File: src/cpg_pkg.sv
// ----------------------------------------------------------------------------
// cpg_pkg
// Shared widths, item types and the arctangent table for the circle point
// generator pipeline.
// ----------------------------------------------------------------------------
package cpg_pkg;

    localparam int CNT_W   = 13;
    localparam int IDX_W   = 12;
    localparam int COORD_W = 32;
    localparam int RAD_W   = 31;
    localparam int PH_W    = 32;
    localparam int DIV_W   = 13;
    localparam int DIV_BITS = IDX_W + PH_W;
    localparam int XW      = 50;
    localparam int ZW      = 33;
    localparam logic [31:0] GAIN_Q32 = 32'h9B74EDA8;
    localparam logic [CNT_W-1:0] COUNT_RESET = 13'd101;

    typedef struct packed {
        logic                      ok;
        logic signed [COORD_W-1:0] cx;
        logic signed [COORD_W-1:0] cy;
        logic [RAD_W-1:0]          r;
        logic [DIV_W-1:0]          rem;
        logic [PH_W-1:0]           quot;
        logic [IDX_W-1:0]          dvd;
    } t_div_item;

    typedef struct packed {
        logic                      ok;
        logic signed [COORD_W-1:0] cx;
        logic signed [COORD_W-1:0] cy;
        logic signed [XW-1:0]      x;
        logic signed [XW-1:0]      y;
        logic signed [ZW-1:0]      z;
        logic [1:0]                quad;
    } t_cor_item;

    function automatic logic signed [ZW-1:0] atan_turns(input int k);
        logic signed [ZW-1:0] v;
        case (k)
            0:  v = 33'sd536870912;
            1:  v = 33'sd316933406;
            2:  v = 33'sd167458907;
            3:  v = 33'sd85004756;
            4:  v = 33'sd42667331;
            5:  v = 33'sd21354465;
            6:  v = 33'sd10679838;
            7:  v = 33'sd5340245;
            8:  v = 33'sd2670163;
            9:  v = 33'sd1335087;
            10: v = 33'sd667544;
            11: v = 33'sd333772;
            12: v = 33'sd166886;
            13: v = 33'sd83443;
            14: v = 33'sd41722;
            15: v = 33'sd20861;
            16: v = 33'sd10430;
            17: v = 33'sd5215;
            18: v = 33'sd2608;
            19: v = 33'sd1304;
            20: v = 33'sd652;
            21: v = 33'sd326;
            22: v = 33'sd163;
            23: v = 33'sd81;
            24: v = 33'sd41;
            25: v = 33'sd20;
            26: v = 33'sd10;
            27: v = 33'sd5;
            28: v = 33'sd3;
            29: v = 33'sd1;
            30: v = 33'sd1;
            default: v = 33'sd0;
        endcase
        return v;
    endfunction

endpackage

File: src/cpg_div_cell.sv
// ----------------------------------------------------------------------------
// cpg_div_cell
// One restoring division step: produces one phase quotient bit per cell.
// ----------------------------------------------------------------------------
module cpg_div_cell (
    input  logic                       i_clk,
    input  logic                       i_rst_n,
    input  logic                       i_adv,
    input  logic [cpg_pkg::DIV_W-1:0]  i_divisor,
    input  logic                       i_valid,
    input  cpg_pkg::t_div_item         i_item,
    output logic                       o_valid,
    output cpg_pkg::t_div_item         o_item
);

    logic                     r_valid;
    cpg_pkg::t_div_item       r_item;
    cpg_pkg::t_div_item       n_item;
    logic [cpg_pkg::DIV_W:0]  trial;
    logic                     qbit;

    always_comb begin
        n_item = i_item;
        trial  = {i_item.rem, i_item.dvd[cpg_pkg::IDX_W-1]};
        qbit   = (trial >= {1'b0, i_divisor});
        if (qbit) begin
            n_item.rem = cpg_pkg::DIV_W'(trial - {1'b0, i_divisor});
        end else begin
            n_item.rem = trial[cpg_pkg::DIV_W-1:0];
        end
        n_item.quot = {i_item.quot[cpg_pkg::PH_W-2:0], qbit};
        n_item.dvd  = {i_item.dvd[cpg_pkg::IDX_W-2:0], 1'b0};
    end

    always_ff @(posedge i_clk) begin
        if (!i_rst_n) begin
            r_valid <= 1'b0;
        end else if (i_adv) begin
            r_valid <= i_valid;
        end
    end

    always_ff @(posedge i_clk) begin
        if (i_adv) begin
            r_item <= n_item;
        end
    end

    assign o_valid = r_valid;
    assign o_item  = r_item;

endmodule

File: config.mk
export PLATFORM = sky130hd
export DESIGN_NAME = cpg_div_cell
export DESIGN_NICKNAME = d
export VERILOG_FILES = /design/src/cpg_pkg.sv /design/src/cpg_div_cell.sv
export SDC_FILE = /design/constraint.sdc
export NUM_CORES = 1
export LEC_CHECK = 0
export ABC_AREA = 1
export BUFFER_PORTS_ARGS = -buffer_cell sky130_fd_sc_hd__buf_2
export CORE_AREA = 2 2 125 127
export DETAILED_ROUTE_END_ITERATION = 10
export DIE_AREA = 0 0 127 129
export PLACE_DENSITY = 0.82
export SYNTH_ARGS = -nofsm -noshare
export SYNTH_HDL_FRONTEND = slang
export SYNTH_SLANG_ARGS = --single-unit
File: constraint.sdc
create_clock -name i_clk -period 2.4 [get_ports i_clk]
set_clock_uncertainty 0.2 [all_clocks]
set_input_delay 0.24 -clock i_clk [delete_from_list [all_inputs] [get_ports i_clk]]
set_output_delay 0.24 -clock i_clk [all_outputs]
set_load 0.01 [all_outputs]
==> metrics.txt <==
status=complete, no violations; Hold Path Class=input port to flip-flop; core area=between 0.01 and 0.015 mm²; CP Class=input port to flip-flop; CP Launch Type=input port; MaxCap Viol Count=0; Final Hold Vio Count=0; Synth Net Count=roughly 550; Max Slew Vio Count=0; starting density of the core=between 30% and 40%; final setup fails=0; vias in the first global route=about 5,000; Final Cycle Share=roughly 93%; Seq/Total Area, Yosys=approximately four fifths; GR Util All Layers=23.9%; IR Drop Worst-Case VDD=roughly 0.4 mV; first-pass GRT wire length=28,600 µm; Max H-tree Level=4; Pwr Density=706 mW/mm²; DIE AREA=between 0.015 and 0.02 mm²; share of layout cells above drive strength 1=a little under half; Crit. End Element=flip-flop; flops & latches, synth=approximately 150; largest net degree at the start of global routing=49; Final ANT Viol Nets=0; Total Routed Length=roughly 20,000 µm; Syn Area/Cell=15.7 µm²; area grow syn2layout=69.0%; initial DRC count=a little under 300; Netlist cell types=27; RSZ-0062 raised after global routing=no; Power Total=6.93 mW; drt drc=0; DP Wirelength=roughly 13,000 µm; CTS Root Buffer Type=clkbuf_16; Port Buf Inserts=321; total global routing overflow=0; Die Y=~130 µm; crit path DAT=approximately 2200 ps; num rows=45; clk sink count=between 150 and 200; most frequent cells in the layout=buf_2 (320), dlygate4sd3_1 (152), edfxtp_1 (152); CTS Buf Count=17; DR vias/cell=4.63; postcts setup bufs=0; I/O pins=approximately 320; worst skew pair latency=between 400 and 500 ps; clk slew on worst S/H paths=70 ps; antenna violations before repair=2; clk buf depth=2; crit-path max FO=8; Placement Cell Area=approximately 0.0077 mm²; commonest non-fill, non-tap cell in the layout=buf_2; gpl congestion=~0.87; pre-CTS setup slack=between 150 and 200 ps; Syn Std Cell Area=between 0.005 and 0.006 mm²; Setup WS post-layout=between 150 and 200 ps; Finished Cell Area=~0.0098 mm²; Peak Freq=around 450 MHz; required time of the critical path=between 2000 and 2500 ps; nets=roughly 1,100; WHS=between 20 and 30 ps; Routed WL per cell=18.7 µm; Syn. warnings=0; min Tclk post-route=between 2000 and 2500 ps; DR pass1 iterations=4; Die X=approximately 130 µm; Cells after Synth=370; routed via count=4,964; setup TNS=0 ps; Pleak=around 4.5 nW; CTS tree=built
==> repair_timing <==
item	4_1_cts	5_1_grt
hold buffers	152	0
gates resized for setup	0	2
endpoints found under the hold margin	151	0
endpoints found under the setup margin	0	9
==> sequential cells by signal, indices dropped and copies added (netlist names) <==
name     flops
o_item     152
o_valid      1
==> cells in the mapped netlist <==
cell	instances	area, µm²
edfxtp_1	152	4560
dfxtp_1	1	20.0
buf_12	1	20.0
and2_2	1	7.51
nor2_4	2	22.5
nor2_2	2	12.5
nand2_2	13	81.3
nor2_1	7	26.3
buf_4	2	15.0
buf_8	1	15.0
nand2_4	1	11.3
nand4_1	11	68.8
fa_1	1	20.0
nand3_1	12	60.1
xor2_1	5	43.8
o21ai_0	1	5.00
xnor2_1	1	8.76
o21ai_2	7	61.3
nand3_2	4	40.0
ha_1	13	163
inv_1	56	210
a21oi_1	5	25.0
nand3_4	2	35.0
inv_2	2	7.51
a21oi_4	1	16.3
conb_1	1	3.75
nand2_1	65	244
==> worst paths after layout <==
kind,slack (ps),end,startpoint,cells after the start
worst max register to register,1030,o_valid$_SDFFE_PN0P_,o_valid$_SDFFE_PN0P_,3
worst min register to register,890,o_valid$_SDFFE_PN0P_,o_valid$_SDFFE_PN0P_,3
worst min-delay path,30,o_item[49]$_DFFE_PP_,i_item[48],3
worst max-delay path,160,o_item[44]$_DFFE_PP_,i_item[11],12
==> layout make-up <==
class / instances / area, µm²
multi-input combinational: 155 / 966
antenna: 2 / 5.00
clock buffer: 17 / 425
sequential: 153 / 4580
inverter: 58 / 218
tap: 188 / 235
timing repair buffer: 483 / 3250
clock inverter: 15 / 138
fill: 1078 / 5160
==> critical path, cell delays in order <==
cell           delay [ps]
dlygate4sd3_1         520
buf_2                  90
inv_1                  50
ha_1                  220
fa_1                  410
inv_1                 110
nand2_1                70
nand3_2               100
nand2_4                60
nand3_4                90
buf_4                 190
o21ai_2                60
==> layer usage <==
layer | wire length, µm | global-route usage [%] | vias up
met2 | 10600 | 44.0 | 247
met3 | 1480 | 7.36 | 59
met4 | 1020 | 12.7 | 0
li1 | - | - | 2288
met5 | 0 | 0 | -
met1 | 6920 | 24.4 | 2370
==> logic make-up after synthesis <==
group / Yosys count / share of synthesized area [%]
adder cells (fa/ha/maj): 14 / 3.15
buffers and inverters: 62 / 4.61
flip-flops: 153 / 78.9
other: 1 / 0.0646
XOR/XNOR: 6 / 0.905
AO/OA/AOI/OAI: 14 / 1.85
AND/OR/NAND/NOR: 120 / 10.5
==> stage by stage <==
step	cells	util (%)
after global routing	1071	65.6
after global placement	885	51.5
after CTS	1069	65.5
after floorplan	370	-
after detailed placement	885	51.5
final	1071	65.6
==> power by group <==
group,internal (mW),switching [mW]
clock,1.37,1.18
sequential,3.20,0.0687
combinational,0.530,0.583
total,5.10,1.83
(Power assumes the default switching activity.)
